File: config.mk
export PLATFORM = sky130hd
export DESIGN_NAME = level_crossing_gate_controller
export DESIGN_NICKNAME = d
export VERILOG_FILES = /design/src/rtl/core/lcgc_pkg.sv /design/src/rtl/core/level_crossing_gate_controller.sv /design/src/rtl/core/lcgc_step.sv
export SDC_FILE = /design/constraint.sdc
export NUM_CORES = 1
export LEC_CHECK = 0
export BUFFER_PORTS_ARGS = -buffer_cell sky130_fd_sc_hd__buf_2
export CAP_MARGIN = 20
export CORE_MARGIN = 5
export CORE_UTILIZATION = 55
export CTS_CLUSTER_DIAMETER = 100
export DETAILED_ROUTE_END_ITERATION = 7
export GPL_ROUTABILITY_DRIVEN = 0
export GPL_TIMING_DRIVEN = 0
export PLACE_DENSITY_LB_ADDON = 0.05
export RECOVER_POWER = 100
export SYNTH_ARGS = -nofsm -noshare
export SYNTH_HDL_FRONTEND = slang
export SYNTH_HIERARCHICAL = 1
export SYNTH_SLANG_ARGS = --single-unit
File: constraint.sdc
create_clock -name clock -period 7.02 [get_ports clock]
set_clock_uncertainty 0.15 [all_clocks]
set_input_delay 0.351 -clock clock [delete_from_list [all_inputs] [get_ports clock]]
set_output_delay 0.351 -clock clock [all_outputs]
set_load 0.05 [all_outputs]
File: src/rtl/core/lcgc_pkg.sv
// ----------------------------------------------------------------------------
// Level crossing gate controller - package
// Types, codes and constants shared by the controller files.
// ----------------------------------------------------------------------------
`default_nettype none

package lcgc_pkg;

   localparam int unsigned POS_W        = 7;
   localparam int unsigned TIMER_W      = 5;
   localparam int unsigned LDELAY_W     = 3;
   localparam int unsigned CODE_W       = 2;
   localparam int unsigned NUM_GATES    = 4;
   localparam int unsigned CSR_ADDR_W   = 5;
   localparam int unsigned CSR_DATA_W   = 32;

   localparam int unsigned COUNT_CAP_DEFAULT = 20;

   localparam logic [POS_W-1:0] GATE_MAX = 7'd90;

   // register reset values
   localparam logic [POS_W-1:0]    GATE_STEP_RST        = 7'd10;
   localparam logic [POS_W-1:0]    OPEN_LEVEL_RST       = 7'd80;
   localparam logic [POS_W-1:0]    CLOSED_LEVEL_RST     = 7'd10;
   localparam logic [TIMER_W-1:0]  APPROACH_TIMEOUT_RST = 5'd12;
   localparam logic [TIMER_W-1:0]  CLOSE_DELAY_RST      = 5'd4;
   localparam logic [LDELAY_W-1:0] LIGHT_DELAY_RST      = 3'd4;

   // gate raise flags
   localparam logic [NUM_GATES-1:0] FL_A   = 4'b0001;
   localparam logic [NUM_GATES-1:0] FL_B   = 4'b0010;
   localparam logic [NUM_GATES-1:0] FL_C   = 4'b0100;
   localparam logic [NUM_GATES-1:0] FL_D   = 4'b1000;
   localparam logic [NUM_GATES-1:0] FL_ALL = 4'b1111;

   // light codes on the output
   localparam logic [CODE_W-1:0] LIGHT_GREEN = 2'd1;
   localparam logic [CODE_W-1:0] LIGHT_AMBER = 2'd2;
   localparam logic [CODE_W-1:0] LIGHT_RED   = 2'd3;

   typedef enum logic [2:0] {
      CS_OPEN   = 3'd0,
      CS_CLOSE1 = 3'd1,
      CS_SETTLE = 3'd2,
      CS_CLOSE2 = 3'd3,
      CS_REOPEN = 3'd4,
      CS_FAULT  = 3'd5
   } ctrl_state_type;

   typedef enum logic [1:0] {
      LS_GREEN        = 2'd0,
      LS_AMBER_PRE    = 2'd1,
      LS_RED          = 2'd2,
      LS_AMBER_REOPEN = 2'd3
   } lamp_phase_type;

   typedef enum logic [2:0] {
      REG_GATE_STEP        = 3'd0,
      REG_OPEN_LEVEL       = 3'd1,
      REG_CLOSED_LEVEL     = 3'd2,
      REG_APPROACH_TIMEOUT = 3'd3,
      REG_CLOSE_DELAY      = 3'd4,
      REG_LIGHT_DELAY      = 3'd5
   } reg_index_type;

   typedef struct packed {
      logic train_entered;
      logic train_exited;
   } req_type;

   typedef struct packed {
      logic [POS_W-1:0]  gate_a_pos;
      logic [POS_W-1:0]  gate_b_pos;
      logic [POS_W-1:0]  gate_c_pos;
      logic [POS_W-1:0]  gate_d_pos;
      logic [CODE_W-1:0] light_code;
      logic              alarm;
   } rsp_type;

   typedef struct packed {
      logic [POS_W-1:0]    gate_step;
      logic [POS_W-1:0]    open_level;
      logic [POS_W-1:0]    closed_level;
      logic [TIMER_W-1:0]  approach_timeout;
      logic [TIMER_W-1:0]  close_delay;
      logic [LDELAY_W-1:0] light_delay;
   } cfg_type;

   // controller state apart from the tick counter, whose width follows COUNT_CAP
   typedef struct packed {
      ctrl_state_type                   ctrl_state;
      ctrl_state_type                   last_normal_state;
      logic [NUM_GATES-1:0]             raise_flags;
      logic                             alarm_flag;
      logic [NUM_GATES-1:0][POS_W-1:0]  gate_pos;
      lamp_phase_type                   lamp_phase;
      logic [LDELAY_W-1:0]              light_count;
      logic                             all_open_seen;
      logic                             gates_closed;
   } state_type;

endpackage

`default_nettype wire

File: src/rtl/core/level_crossing_gate_controller.sv
// ----------------------------------------------------------------------------
// Level crossing gate controller - top level
// One tick per transaction: gate positions, light code and alarm per tick.
// ----------------------------------------------------------------------------
//
//   channel  ports          direction  carries
//   -------  -------------  ---------  ------------------------------------
//   req      req_valid/...  in         train_entered, train_exited (1 tick)
//   rsp      rsp_valid/...  out        four gate positions, light, alarm
//   csr      csr_psel/...   in/out     six config registers at 4*index
//
// One tick per cycle unless stalled: the whole tick is computed in one pass
// from the state registers and the request, and lands in the head or skid
// register at the same edge that accepts the transaction. The result side
// is a head register plus one skid register, so a stalled result never holds
// up the next request; req_stall rises only in reset or when both are full.
// Synchronous reset loads the chart states and register defaults at once;
// there is no clearing pass. Config writes are expected while idle.
//
`default_nettype none

module level_crossing_gate_controller #(
   parameter int unsigned COUNT_CAP = lcgc_pkg::COUNT_CAP_DEFAULT
) (
   input  wire                                clock,
   input  wire                                reset,

   input  wire                                req_valid,
   output logic                               req_stall,
   input  lcgc_pkg::req_type                  req_data,

   output logic                               rsp_valid,
   input  wire                                rsp_stall,
   output lcgc_pkg::rsp_type                  rsp_data,

   input  wire                                csr_psel,
   input  wire                                csr_penable,
   input  wire                                csr_pwrite,
   input  wire [lcgc_pkg::CSR_ADDR_W-1:0]     csr_paddr,
   input  wire [lcgc_pkg::CSR_DATA_W-1:0]     csr_pwdata,
   output logic [lcgc_pkg::CSR_DATA_W-1:0]    csr_prdata,
   output logic                               csr_pready
);
   import lcgc_pkg::*;

   // tick counter width follows the saturation cap
   localparam int unsigned TICK_W = $clog2(COUNT_CAP + 1);

   // ---------------------------------------------------------------- config
   cfg_type       cfg_ff, cfg_in;
   reg_index_type csr_index;
   logic          csr_write;

   assign csr_pready = 1'b1;
   assign csr_index  = reg_index_type'(csr_paddr[CSR_ADDR_W-1:2]);
   assign csr_write  = csr_psel & csr_penable & csr_pwrite;

   always_comb begin
      cfg_in = cfg_ff;
      if (csr_write) begin
         unique case (csr_index)
            REG_GATE_STEP:        cfg_in.gate_step        = csr_pwdata[POS_W-1:0];
            REG_OPEN_LEVEL:       cfg_in.open_level       = csr_pwdata[POS_W-1:0];
            REG_CLOSED_LEVEL:     cfg_in.closed_level     = csr_pwdata[POS_W-1:0];
            REG_APPROACH_TIMEOUT: cfg_in.approach_timeout = csr_pwdata[TIMER_W-1:0];
            REG_CLOSE_DELAY:      cfg_in.close_delay      = csr_pwdata[TIMER_W-1:0];
            REG_LIGHT_DELAY:      cfg_in.light_delay      = csr_pwdata[LDELAY_W-1:0];
            default: ;  // writes past the register list are dropped
         endcase
      end
   end

   always_comb begin
      unique case (csr_index)
         REG_GATE_STEP:        csr_prdata = CSR_DATA_W'(cfg_ff.gate_step);
         REG_OPEN_LEVEL:       csr_prdata = CSR_DATA_W'(cfg_ff.open_level);
         REG_CLOSED_LEVEL:     csr_prdata = CSR_DATA_W'(cfg_ff.closed_level);
         REG_APPROACH_TIMEOUT: csr_prdata = CSR_DATA_W'(cfg_ff.approach_timeout);
         REG_CLOSE_DELAY:      csr_prdata = CSR_DATA_W'(cfg_ff.close_delay);
         REG_LIGHT_DELAY:      csr_prdata = CSR_DATA_W'(cfg_ff.light_delay);
         default:              csr_prdata = '0;
      endcase
   end

   always_ff @(posedge clock) begin
      if (reset) begin
         cfg_ff.gate_step        <= GATE_STEP_RST;
         cfg_ff.open_level       <= OPEN_LEVEL_RST;
         cfg_ff.closed_level     <= CLOSED_LEVEL_RST;
         cfg_ff.approach_timeout <= APPROACH_TIMEOUT_RST;
         cfg_ff.close_delay      <= CLOSE_DELAY_RST;
         cfg_ff.light_delay      <= LIGHT_DELAY_RST;
      end else begin
         cfg_ff <= cfg_in;
      end
   end

   // ----------------------------------------------------------- tick state
   // started_ff is clear until the first transaction; that tick only starts
   // both charts up (all gates raised, open, green) without any transition.
   logic              started_ff;
   state_type         state_ff, state_in;
   logic [TICK_W-1:0] tick_ff, tick_in;
   rsp_type           rsp_in;
   logic              push, pop;

   lcgc_step #(
      .COUNT_CAP (COUNT_CAP),
      .TICK_W    (TICK_W)
   ) u_lcgc_step (
      .first    (~started_ff),
      .cfg      (cfg_ff),
      .req      (req_data),
      .cur      (state_ff),
      .tick     (tick_ff),
      .nxt      (state_in),
      .tick_nxt (tick_in),
      .rsp      (rsp_in)
   );

   always_ff @(posedge clock) begin
      if (reset) begin
         started_ff                 <= 1'b0;
         state_ff.ctrl_state        <= CS_OPEN;
         state_ff.last_normal_state <= CS_OPEN;
         state_ff.raise_flags       <= FL_ALL;
         state_ff.alarm_flag        <= 1'b0;
         state_ff.gate_pos          <= {NUM_GATES{GATE_MAX}};
         state_ff.lamp_phase        <= LS_GREEN;
         state_ff.light_count       <= '0;
         state_ff.all_open_seen     <= 1'b0;
         state_ff.gates_closed      <= 1'b0;
         tick_ff                    <= '0;
      end else if (push) begin
         started_ff <= 1'b1;
         state_ff   <= state_in;
         tick_ff    <= tick_in;
      end
   end

   // ------------------------------------------------------- result buffer
   // head_ff drives the rsp port; skid_ff catches one transaction while the
   // head is stalled. skid is only ever valid behind a valid head.
   rsp_type head_ff, head_in, skid_ff, skid_in;
   logic    head_valid_ff, head_valid_in, skid_valid_ff, skid_valid_in;

   assign req_stall = reset | (head_valid_ff & skid_valid_ff);
   assign push      = req_valid & ~req_stall;
   assign rsp_valid = head_valid_ff;
   assign rsp_data  = head_ff;
   assign pop       = head_valid_ff & ~rsp_stall;

   always_comb begin
      head_in       = head_ff;
      head_valid_in = head_valid_ff;
      skid_in       = skid_ff;
      skid_valid_in = skid_valid_ff;
      if (!head_valid_ff || pop) begin
         if (skid_valid_ff) begin
            head_in       = skid_ff;
            head_valid_in = 1'b1;
            skid_in       = rsp_in;
            skid_valid_in = push;
         end else begin
            head_in       = rsp_in;
            head_valid_in = push;
         end
      end else if (push) begin
         skid_in       = rsp_in;
         skid_valid_in = 1'b1;
      end
   end

   always_ff @(posedge clock) begin
      if (reset) begin
         head_valid_ff <= 1'b0;
         skid_valid_ff <= 1'b0;
      end else begin
         head_valid_ff <= head_valid_in;
         skid_valid_ff <= skid_valid_in;
      end
      head_ff <= head_in;
      skid_ff <= skid_in;
   end

endmodule

`default_nettype wire

File: src/rtl/core/lcgc_step.sv
// ----------------------------------------------------------------------------
// Level crossing gate controller - tick logic
// Next state and result for one tick: control chart, gate ramps, light chart.
// ----------------------------------------------------------------------------
`default_nettype none

module lcgc_step #(
   parameter int unsigned COUNT_CAP = lcgc_pkg::COUNT_CAP_DEFAULT,
   parameter int unsigned TICK_W    = $clog2(COUNT_CAP + 1)
) (
   input  wire                   first,
   input  lcgc_pkg::cfg_type     cfg,
   input  lcgc_pkg::req_type     req,
   input  lcgc_pkg::state_type   cur,
   input  wire [TICK_W-1:0]      tick,
   output lcgc_pkg::state_type   nxt,
   output logic [TICK_W-1:0]     tick_nxt,
   output lcgc_pkg::rsp_type     rsp
);
   import lcgc_pkg::*;

   localparam logic [TICK_W-1:0] CAP = TICK_W'(COUNT_CAP);

   function automatic logic [POS_W-1:0] move_gate(input logic [POS_W-1:0] pos,
                                                  input logic [POS_W-1:0] step,
                                                  input logic             raise);
      logic [POS_W:0] sum;
      sum = {1'b0, pos} + {1'b0, step};
      if (raise) begin
         return (sum > {1'b0, GATE_MAX}) ? GATE_MAX : sum[POS_W-1:0];
      end
      return (step > pos) ? '0 : pos - step;
   endfunction

   logic [TIMER_W-1:0] tick_ext;
   logic [TICK_W-1:0]  tick_up;
   logic               all_open;
   logic [CODE_W-1:0]  code;

   assign tick_ext = TIMER_W'(tick);
   assign tick_up  = (tick < CAP) ? tick + TICK_W'(1) : CAP;

   always_comb begin
      nxt      = cur;
      tick_nxt = tick;

      // control chart
      if (first) begin
         nxt.ctrl_state        = CS_OPEN;
         nxt.raise_flags       = FL_ALL;
         nxt.last_normal_state = CS_OPEN;
         nxt.alarm_flag        = 1'b0;
      end else begin
         unique case (cur.ctrl_state)
            CS_OPEN: begin
               nxt.raise_flags = FL_ALL;
               if (req.train_entered) begin
                  nxt.ctrl_state        = CS_CLOSE1;
                  nxt.raise_flags       = FL_B | FL_C;
                  nxt.last_normal_state = CS_CLOSE1;
                  tick_nxt              = '0;
                  nxt.alarm_flag        = 1'b0;
               end
            end
            CS_SETTLE: begin
               if (tick_ext > cfg.close_delay) begin
                  nxt.ctrl_state        = CS_CLOSE2;
                  nxt.raise_flags       = cur.raise_flags & ~(FL_B | FL_C);
                  nxt.last_normal_state = CS_CLOSE2;
                  tick_nxt              = '0;
                  nxt.alarm_flag        = 1'b0;
               end else begin
                  tick_nxt = tick_up;
               end
            end
            CS_CLOSE2: begin
               nxt.raise_flags = cur.raise_flags & ~(FL_B | FL_C);
               if (req.train_exited) begin
                  nxt.ctrl_state        = CS_REOPEN;
                  nxt.raise_flags       = FL_ALL;
                  nxt.last_normal_state = CS_REOPEN;
                  tick_nxt              = '0;
                  nxt.alarm_flag        = 1'b0;
               end else begin
                  tick_nxt = tick_up;
               end
            end
            CS_REOPEN: begin
               nxt.raise_flags = FL_ALL;
               if (cur.all_open_seen) begin
                  nxt.ctrl_state        = CS_OPEN;
                  nxt.last_normal_state = CS_OPEN;
                  nxt.alarm_flag        = 1'b0;
               end else if (tick_ext > cfg.approach_timeout) begin
                  nxt.ctrl_state = CS_FAULT;
                  nxt.alarm_flag = 1'b1;
               end else begin
                  tick_nxt = tick_up;
               end
            end
            CS_FAULT: begin
               if (cur.last_normal_state == CS_CLOSE1 && cur.gates_closed) begin
                  nxt.ctrl_state        = CS_SETTLE;
                  nxt.last_normal_state = CS_SETTLE;
                  tick_nxt              = '0;
                  nxt.alarm_flag        = 1'b0;
               end else if (cur.last_normal_state == CS_CLOSE2 && req.train_exited) begin
                  nxt.ctrl_state        = CS_REOPEN;
                  nxt.raise_flags       = FL_ALL;
                  nxt.last_normal_state = CS_REOPEN;
                  tick_nxt              = '0;
                  nxt.alarm_flag        = 1'b0;
               end else begin
                  nxt.alarm_flag = 1'b1;
               end
            end
            default: begin
               // closing first pair; unused codes behave the same
               nxt.raise_flags = cur.raise_flags & ~(FL_A | FL_D);
               if (tick_ext > cfg.approach_timeout) begin
                  nxt.ctrl_state = CS_FAULT;
                  nxt.alarm_flag = 1'b1;
               end else if (cur.gates_closed) begin
                  nxt.ctrl_state        = CS_SETTLE;
                  nxt.last_normal_state = CS_SETTLE;
                  tick_nxt              = '0;
                  nxt.alarm_flag        = 1'b0;
               end else begin
                  tick_nxt = tick_up;
               end
            end
         endcase
      end

      // gate ramps use the new raise flags
      for (int g = 0; g < NUM_GATES; g++) begin
         nxt.gate_pos[g] = move_gate(cur.gate_pos[g], cfg.gate_step, nxt.raise_flags[g]);
      end

      all_open = 1'b1;
      for (int g = 0; g < NUM_GATES; g++) begin
         if (nxt.gate_pos[g] < cfg.open_level) begin
            all_open = 1'b0;
         end
      end

      // light chart
      code = LIGHT_GREEN;
      if (first) begin
         nxt.lamp_phase = LS_GREEN;
         code           = LIGHT_GREEN;
      end else begin
         unique case (cur.lamp_phase)
            LS_GREEN: begin
               code = LIGHT_GREEN;
               if (req.train_entered) begin
                  nxt.lamp_phase  = LS_AMBER_PRE;
                  nxt.light_count = '0;
                  code            = LIGHT_AMBER;
               end
            end
            LS_AMBER_PRE: begin
               code = LIGHT_AMBER;
               if (cur.light_count >= cfg.light_delay) begin
                  nxt.lamp_phase = LS_RED;
                  code           = LIGHT_RED;
               end else begin
                  nxt.light_count = cur.light_count + LDELAY_W'(1);
               end
            end
            LS_RED: begin
               code = LIGHT_RED;
               if (req.train_exited) begin
                  nxt.lamp_phase = LS_AMBER_REOPEN;
                  code           = LIGHT_AMBER;
               end
            end
            default: begin
               code = LIGHT_AMBER;
               if (all_open) begin
                  nxt.lamp_phase    = LS_GREEN;
                  nxt.all_open_seen = 1'b1;
                  code              = LIGHT_GREEN;
               end
            end
         endcase
      end

      nxt.gates_closed = (nxt.gate_pos[0] < cfg.closed_level) &&
                         (nxt.gate_pos[3] < cfg.closed_level);

      rsp.gate_a_pos = nxt.gate_pos[0];
      rsp.gate_b_pos = nxt.gate_pos[1];
      rsp.gate_c_pos = nxt.gate_pos[2];
      rsp.gate_d_pos = nxt.gate_pos[3];
      rsp.light_code = code;
      rsp.alarm      = nxt.alarm_flag;
   end

endmodule

`default_nettype wire

==> qor.txt, run 1 <==
ANT cells - 0
Post-synthesis sequential element count - 150
Total global routing overflow - 0
Initial DRT Pass Iterations - 6
GRT busiest layer - met2
Count leader, synth - ha_1
Starting density of the core - 0.5560
Slew HR - -0.07553
DR vias/cell - 6.054
Critical path startpoint category - register
CTS tree - done
Initial antenna violation count - 1
Cell Area, Synth - 0.01210 sq mm
Detailed placer's ending HPWL - 26.02 mm
Yosys cell types - 100
Outcome - complete, but fails checks
Met3 Usage GRT - 0.04240
Final Hold Vio Count - 0
Slew @ Worst Pin - 1.613 ns
Cells after DPL - 1737
Failing checks - max-capacitance violations, max-slew violations
Drt drc - 0
Final Critical Period - 6.592 ns
All-Layer GR Usage - 0.2757
Port-buffer cells - 55
CP Max Fanout - 9
Layout Nets - 1641
Setup crit end kind - register
RSZ-0062 raised after global routing - false
Iteration-0 DRC Markers - 1000
Area delta synth->final - 9.630%
Setup Viol. Count Final - 0
Hold Path Origin - csr_pwdata[0]
Largest net degree at the start of global routing - 35
Clock sink count - 150
CP Cell Sequence - inv_1, ha_1, buf_4, inv_1, a221oi_1, o31ai_1, a221oi_1, nor3b_1, a21oi_1, a21oi_1, ha_1, nand2_1, o21ai_0, a21oi_1, nor3_1, nand3_1, o21a_1, and4bb_4, a221oi_2, mux2_2
VDD IR max - 0.1786 mV
Leak - 5.460 nW
Top post-synthesis cells by count - 111 x ha_1, 104 x nor2_1, 90 x a21oi_1, 88 x dfxtp_1, 79 x nand2b_1
Die Ht - 158.3 um
Switch share - 0.4086
FF-to-FF End - rsp_data[2]
Vias in the first global route - 10010
Worst-case reg-to-reg path depth - 20
Die footprint - 0.02506 sq mm
Grt met1 use - 0.3762
CTS max path bufs - 2
Row count - 54
Top delay family on crit path - compound AO/OA/AOI/OAI gates
Arrival @ worst endpoint - 6.64 ns
CTS buffer count - 17
Post-synthesis sequential area ratio - 0.2995
Hold-critical path depth - 3
Internal power - 2.164 mW
Cells after synthesis - 1377
H-tree Lvls - 4
Fmax - 151.7 MHz
Synth area leaders - edfxtp_1 15%, dfxtp_1 15%, ha_1 11%, nand2b_1 4.1%, buf_4 4.0%
NetSw - 1.495 mW
CORE AREA - 0.02176 sq mm
Slowest cell delay on critical path - 0.74 ns
Post-synth top flop - dfxtp_1
Most Frequent Cell on Critical Path - a21oi_1
Root Buffer - clkbuf_16
Critical Path RT - 7.06 ns
Ys async rst share - 0
Met2 Usage GRT - 0.4498
Crit share post-route - 0.9390
CP max stage cell - dfxtp_1
PwrDens - 276.0 mW/mm^2
Hold path endpoint - cfg_ff[20]
Io pins - 112
Number of flops mapped to enable cells by yosys - 62
Gate power share - 0.440
Setup TNS - 0 ns
Non-Filler Instances - 1769
Final Power - 3.660 mW
Max Slew Vio Count - 27
Cell taking the most area after synthesis - edfxtp_1
Die X - 158.3 um
Sequential power share - 0.303
Antenna Nets Post-Route - 0
CP bufs+invs - 3
Clk slew on worst S/H paths - 0.07 ns
Crit path kind - reg2reg
Fill cell count - 1990
Yosys top cell area share - 0.1539
Worst R2R Setup Slack - 0.43 ns
Final routed wire length divided by cell count - 19.58 um
First-pass GRT wire length - 54.18 mm
Mean post-synth cell area - 8.785 sq um
Share of cells above drive strength 1 - 0.1343
DRT Wirelength - 34.64 mm
Synth warnings - 6
Clock power frac - 0.257
Maxcap violations - 1
Routed vias - 10710
Hold Path Class - in2reg
Post-CTS Hold Buffers - 0
Worst-skew pair later-pin latency - 0.44 ns
R2R Path Start - cfg_ff[29]
[final cells by class]
type,count,area [sq um],area share
Buffer,120,730.7,0.05510
Clock buffer,18,429.2,0.03236
Clock inverter,14,163.9,0.01236
Inverter,81,304.0,0.02293
Multi-Input combinational cell,1050,7428,0.5601
Sequential cell,150,3625,0.2733
Tap cell,280,350.3,0.02642
Timing Repair Buffer,56,230.2,0.01736
[per-layer routing]
metal	vias to the layer above	wire (um)
met3	78	2397
met2	414	16050
li1	5123	-
met5	-	8
met4	2	996
met1	5092	15190
[cells in the final DEF (no fill, tap or decap), drive strengths merged, types with 6 or more instances in the layout]
| master | count |
|---|---|
| o21ai | 123 |
| ha | 111 |
| clkbuf | 109 |
| nor2 | 106 |
| a21oi | 93 |
| dfxtp | 88 |
| inv | 86 |
| buf | 85 |
| nand2b | 79 |
| nand3 | 76 |
| edfxtp | 62 |
| nand2 | 56 |
| mux2i | 39 |
| mux2 | 37 |
| nor2b | 30 |
| conb | 26 |
| nor3 | 26 |
| o21a | 17 |
| a221oi | 16 |
| a211oi | 15 |
| a21o | 14 |
| o211ai | 11 |
| or3 | 10 |
| xnor2 | 10 |
| o31ai | 10 |
| o22ai | 8 |
| fa | 8 |
| and2 | 8 |
| xor2 | 7 |
| a2bb2oi | 6 |
| o21bai | 6 |
| a211o | 6 |
[repair_timing]
action                     4_1_cts  5_1_grt
gates resized for setup          0        1
setup endpoints to repair        0        1
setup buffers                    0        0
[power by group through the flow]
stage / Sequential, mW / Clock, mW / Combinational, mW
finish: 1.11 / 0.942 / 1.61
global route: 1.12 / 0.991 / 1.75
global placement: 1.12 / 0 / 1.60
CTS: 1.11 / 0.955 / 1.64
floorplan: 1.35 / 0 / 1.05
detailed placement: 1.13 / 0 / 1.63
[cells by family after synthesis]
kind of cell,Yosys count,synth area share
muxes,77,0.06858
and+or+nand+nor,427,0.1883
other,2,0.0006208
adders and majority gates,119,0.1281
xor gates and xnor gates,17,0.01231
AOI/OAI and AO/OA,384,0.2157
buffers and inverters,201,0.08699
DFF,150,0.2995
[stage by stage]
stage	setup WS, ns	hold slack [ns]	util	area, sq um
6_report	0.4281	0.02351	0.6096	13260
5_1_grt	0.2136	0.03148	0.6096	13260
3_5_place_dp	0.4093	0.3003	0.5905	12850
4_1_cts	0.3298	0.008482	0.6177	13440
3_3_place_gp	0.3900	0.3014	0.5889	12810
2_1_floorplan	2.030	0.2879	-	12190
[registers in the layout, indices dropped and copies added, names as in the netlist]
signal / count
skid_ff: 31
started_ff: 1
skid_valid_ff: 1
rsp_data: 31
rsp_valid: 1
tick_ff: 5
state_ff: 46
cfg_ff: 34
[how the worst max path moves through the flow]
stage                     cells after the start  slack (ns)       start          end
after floorplan                              20        2.03  cfg_ff[28]  rsp_data[2]
after global placement                       20        0.39  cfg_ff[28]  rsp_data[2]
after detailed placement                     20        0.41  cfg_ff[28]  rsp_data[2]
after CTS                                    20        0.33  cfg_ff[28]  rsp_data[2]
after global routing                         20        0.21  cfg_ff[29]  rsp_data[2]
final                                        20        0.43  cfg_ff[29]  rsp_data[2]
[worst min-delay path, delay by kind of cell]
kind | cells | cell delay, ns
buffers and inverters | 1 | 0.10
and+or+nand+nor | 1 | 0.06
AOI/OAI and AO/OA | 1 | 0.05
Note: power is estimated with default switching activity, not from simulation.
==> run 2, diff against run 1 <==
--- a/config.mk
+++ b/config.mk
@@ -8,11 +8,13 @@
 export BUFFER_PORTS_ARGS = -buffer_cell sky130_fd_sc_hd__buf_2
 export CAP_MARGIN = 20
 export CORE_MARGIN = 5
-export CORE_UTILIZATION = 55
+export CORE_UTILIZATION = 30
 export CTS_CLUSTER_DIAMETER = 100
 export DETAILED_ROUTE_END_ITERATION = 7
 export GPL_ROUTABILITY_DRIVEN = 0
 export GPL_TIMING_DRIVEN = 0
+export HOLD_SLACK_MARGIN = 0.05
+export MAX_ROUTING_LAYER = met4
 export PLACE_DENSITY_LB_ADDON = 0.05
 export RECOVER_POWER = 100
 export SYNTH_ARGS = -nofsm -noshare
==> qor.txt, run 2 (same netlist as run 1, synthesis figures left out) <==
Slew @ Worst Pin - 1.551 ns (-0.06214 ns)
CTS max path bufs - 2 (unchanged)
Iteration-0 DRC Markers - 792 (-21%)
Met2 wire length - 19.10 mm (+19%)
Critical path startpoint category - register
Critical Path RT - 7.06 ns (about the same)
Die Ht - 210.8 um (+33%)
Detailed placer's ending HPWL - 31.46 mm (+21%)
Final Critical Period - 6.585 ns (-0.006962 ns)
Io pins - 112 (unchanged)
Leak - 5.484 nW (+0.42%)
Hold Path Class - in2reg
Hold slack - 0.06724 ns (+0.04373 ns)
Biggest register - state_ff
First-pass GRT wire length - 63.31 mm (+17%)
Hold Path Origin - rsp_stall
Cells after DPL - 1982 (+14%)
Row count - 73 (+35%)
Biggest regs - state_ff x46, cfg_ff x34
Final routed wire length divided by cell count - 20.43 um (+4.3%)
Crit path kind - reg2reg
CORE AREA - 0.03982 sq mm (+83%)
Die X - 210.8 um (+33%)
Largest net degree at the start of global routing - 35 (unchanged)
Crit share post-route - 0.9380 (-0.0009917)
VDD IR max - 0.1636 mV (-8.4%)
Setup Viol. Count Final - 0 (unchanged)
CP Max Fanout - 8 (-1)
Outcome - complete, but fails checks
DR vias/cell - 5.172 (-15%)
Arrival @ worst endpoint - 6.63 ns (about the same)
H-tree Lvls - 4 (unchanged)
Non-Filler Instances - 2021 (+14%)
Starting density of the core - 0.3038 (-0.2523)
All-Layer GR Usage - 0.1901 (-0.08563)
Commonest non-fill, non-tap cell in the layout - ha_1
Worst-skew pair later-pin latency - 0.45 ns (about the same)
Setup WS post-layout - 0.4351 ns (+0.006962 ns)
Drt drc - 0 (unchanged)
CP startpoint - cfg_ff[29]
Clk slew on worst S/H paths - 0.06 ns (about the same)
Max reg flops - 46 (unchanged)
Port-buffer cells - 55 (unchanged)
Share of cells above drive strength 1 - 0.1337 (-0.0006285)
Area delta synth->final - 12.83%
Setup crit end kind - register
Fmax - 151.9 MHz (+0.11%)
Vias in the first global route - 10390 (+3.7%)
Routed vias - 10450 (-2.4%)
Die footprint - 0.04444 sq mm (+77%)
Clock sink count - 150 (unchanged)
Max Slew Vio Count - 27 (unchanged)
PwrDens - 270.8 mW/mm^2 (-1.9%)
Maxcap violations - 1 (unchanged)
Routed wl met3 - 1.473 mm (-39%)
RSZ-0062 raised after global routing - false
Total global routing overflow - 0 (unchanged)
Met1 Wirelength - 19.97 mm (+32%)
ANT cells - 0 (unchanged)
CTS buffer count - 17 (unchanged)
R2R Path Start - cfg_ff[29]
Top layer in use - met4
Root Buffer - clkbuf_16
Failing checks - max-capacitance violations, max-slew violations
Initial antenna violation count - 0 (-1)
Initial DRT Pass Iterations - 7 (+1)
DRT Wirelength - 41.29 mm (+19%)
CTS tree - done
Commonest cells after routing, fill and taps aside - 111 x ha_1, 106 x o21ai_0, 104 x nor2_1, 91 x a21oi_1, 87 x dfxtp_1
Final Hold Vio Count - 0 (unchanged)
Antenna Nets Post-Route - 0 (unchanged)
Layout Nets - 1648 (+0.43%)
Slew HR - -0.03410 (+0.04142)
Place WS - 0.004661 ns (-0.4046 ns)
[run 2: cell count changes in the layout (fill, tap and decap cells not counted), sizes merged]
cell / change
clkbuf: +8
inv: -6
buf: -3
dlygate4sd3: +7
clkinv: +1
[run 2: area by class of cell]
cell class                 instances  area [sq um]
timing repair buffer              63         300.3
buffer                           120         740.7
fill                            4281         26180
clock inverter                     9         103.9
inverter                          81         304.0
tap                              525         656.9
sequential                       150          3625
multi-input combinational       1050          7448
clock buffer                      23         469.2
[run 2: metal layers]
metal / vias to the layer above / GRT usage
met2: 248 / 0.2988
li1: 5132 / -
met1: 5035 / 0.2586
met4: 0 / 0.04762
met3: 38 / 0.02807
met5: - / -
[run 2: path summary, 6_finish.rpt]
kind,to,slack (ns),depth (start not counted)
setup reg to reg,rsp_data[2],0.44,20
setup / recovery,rsp_data[2],0.44,20
hold reg to reg,started_ff,0.33,2
hold / removal,skid_valid_ff,0.07,3
[run 2: through the flow]
stage	power [mW]	setup TNS (ns)	utilization	cell area, sq um
2_1_floorplan	2.396	0	-	12190
3_3_place_gp	2.814	-0.02310	0.3294	13120
3_5_place_dp	2.821	0	0.3303	13150
4_1_cts	3.770	0	0.3465	13800
5_1_grt	3.926	0	0.3427	13650
6_report	3.696	0	0.3427	13650
[run 2: where the power goes]
part	switching [mW]	leakage [nW]	internal [mW]
clock	0.387	0.268	0.542
combinational	1.07	3.89	0.584
sequential	0.0535	1.32	1.06
[run 2: what timing repair did]
| action | 4_1_cts | 5_1_grt |
|---|---|---|
| setup buffers | 0 | 0 |
| endpoints found under the setup margin | 1 | 0 |
| endpoints found under the hold margin | 8 | 0 |
| hold buffers | 7 | 0 |
| resized for setup | 1 | 0 |
[run 2: worst max-delay path: stages, from the launching register on]
cell and delay [ns]:
dfxtp_1 0.76, inv_1 0.36, ha_1 0.48, nand2b_1 0.22, a221oi_2 0.27, mux2_1 0.37
nor3_1 0.33, a2111oi_4 0.13, and2_0 0.24, a221o_1 0.33, a21oi_1 0.55, ha_1 0.27
a21oi_1 0.06, o21ai_0 0.26, o22ai_1 0.13, nor3_1 0.25, nand3_1 0.11, o21a_1 0.24
and4bb_4 0.40, a221oi_2 0.10, mux2_2 0.30
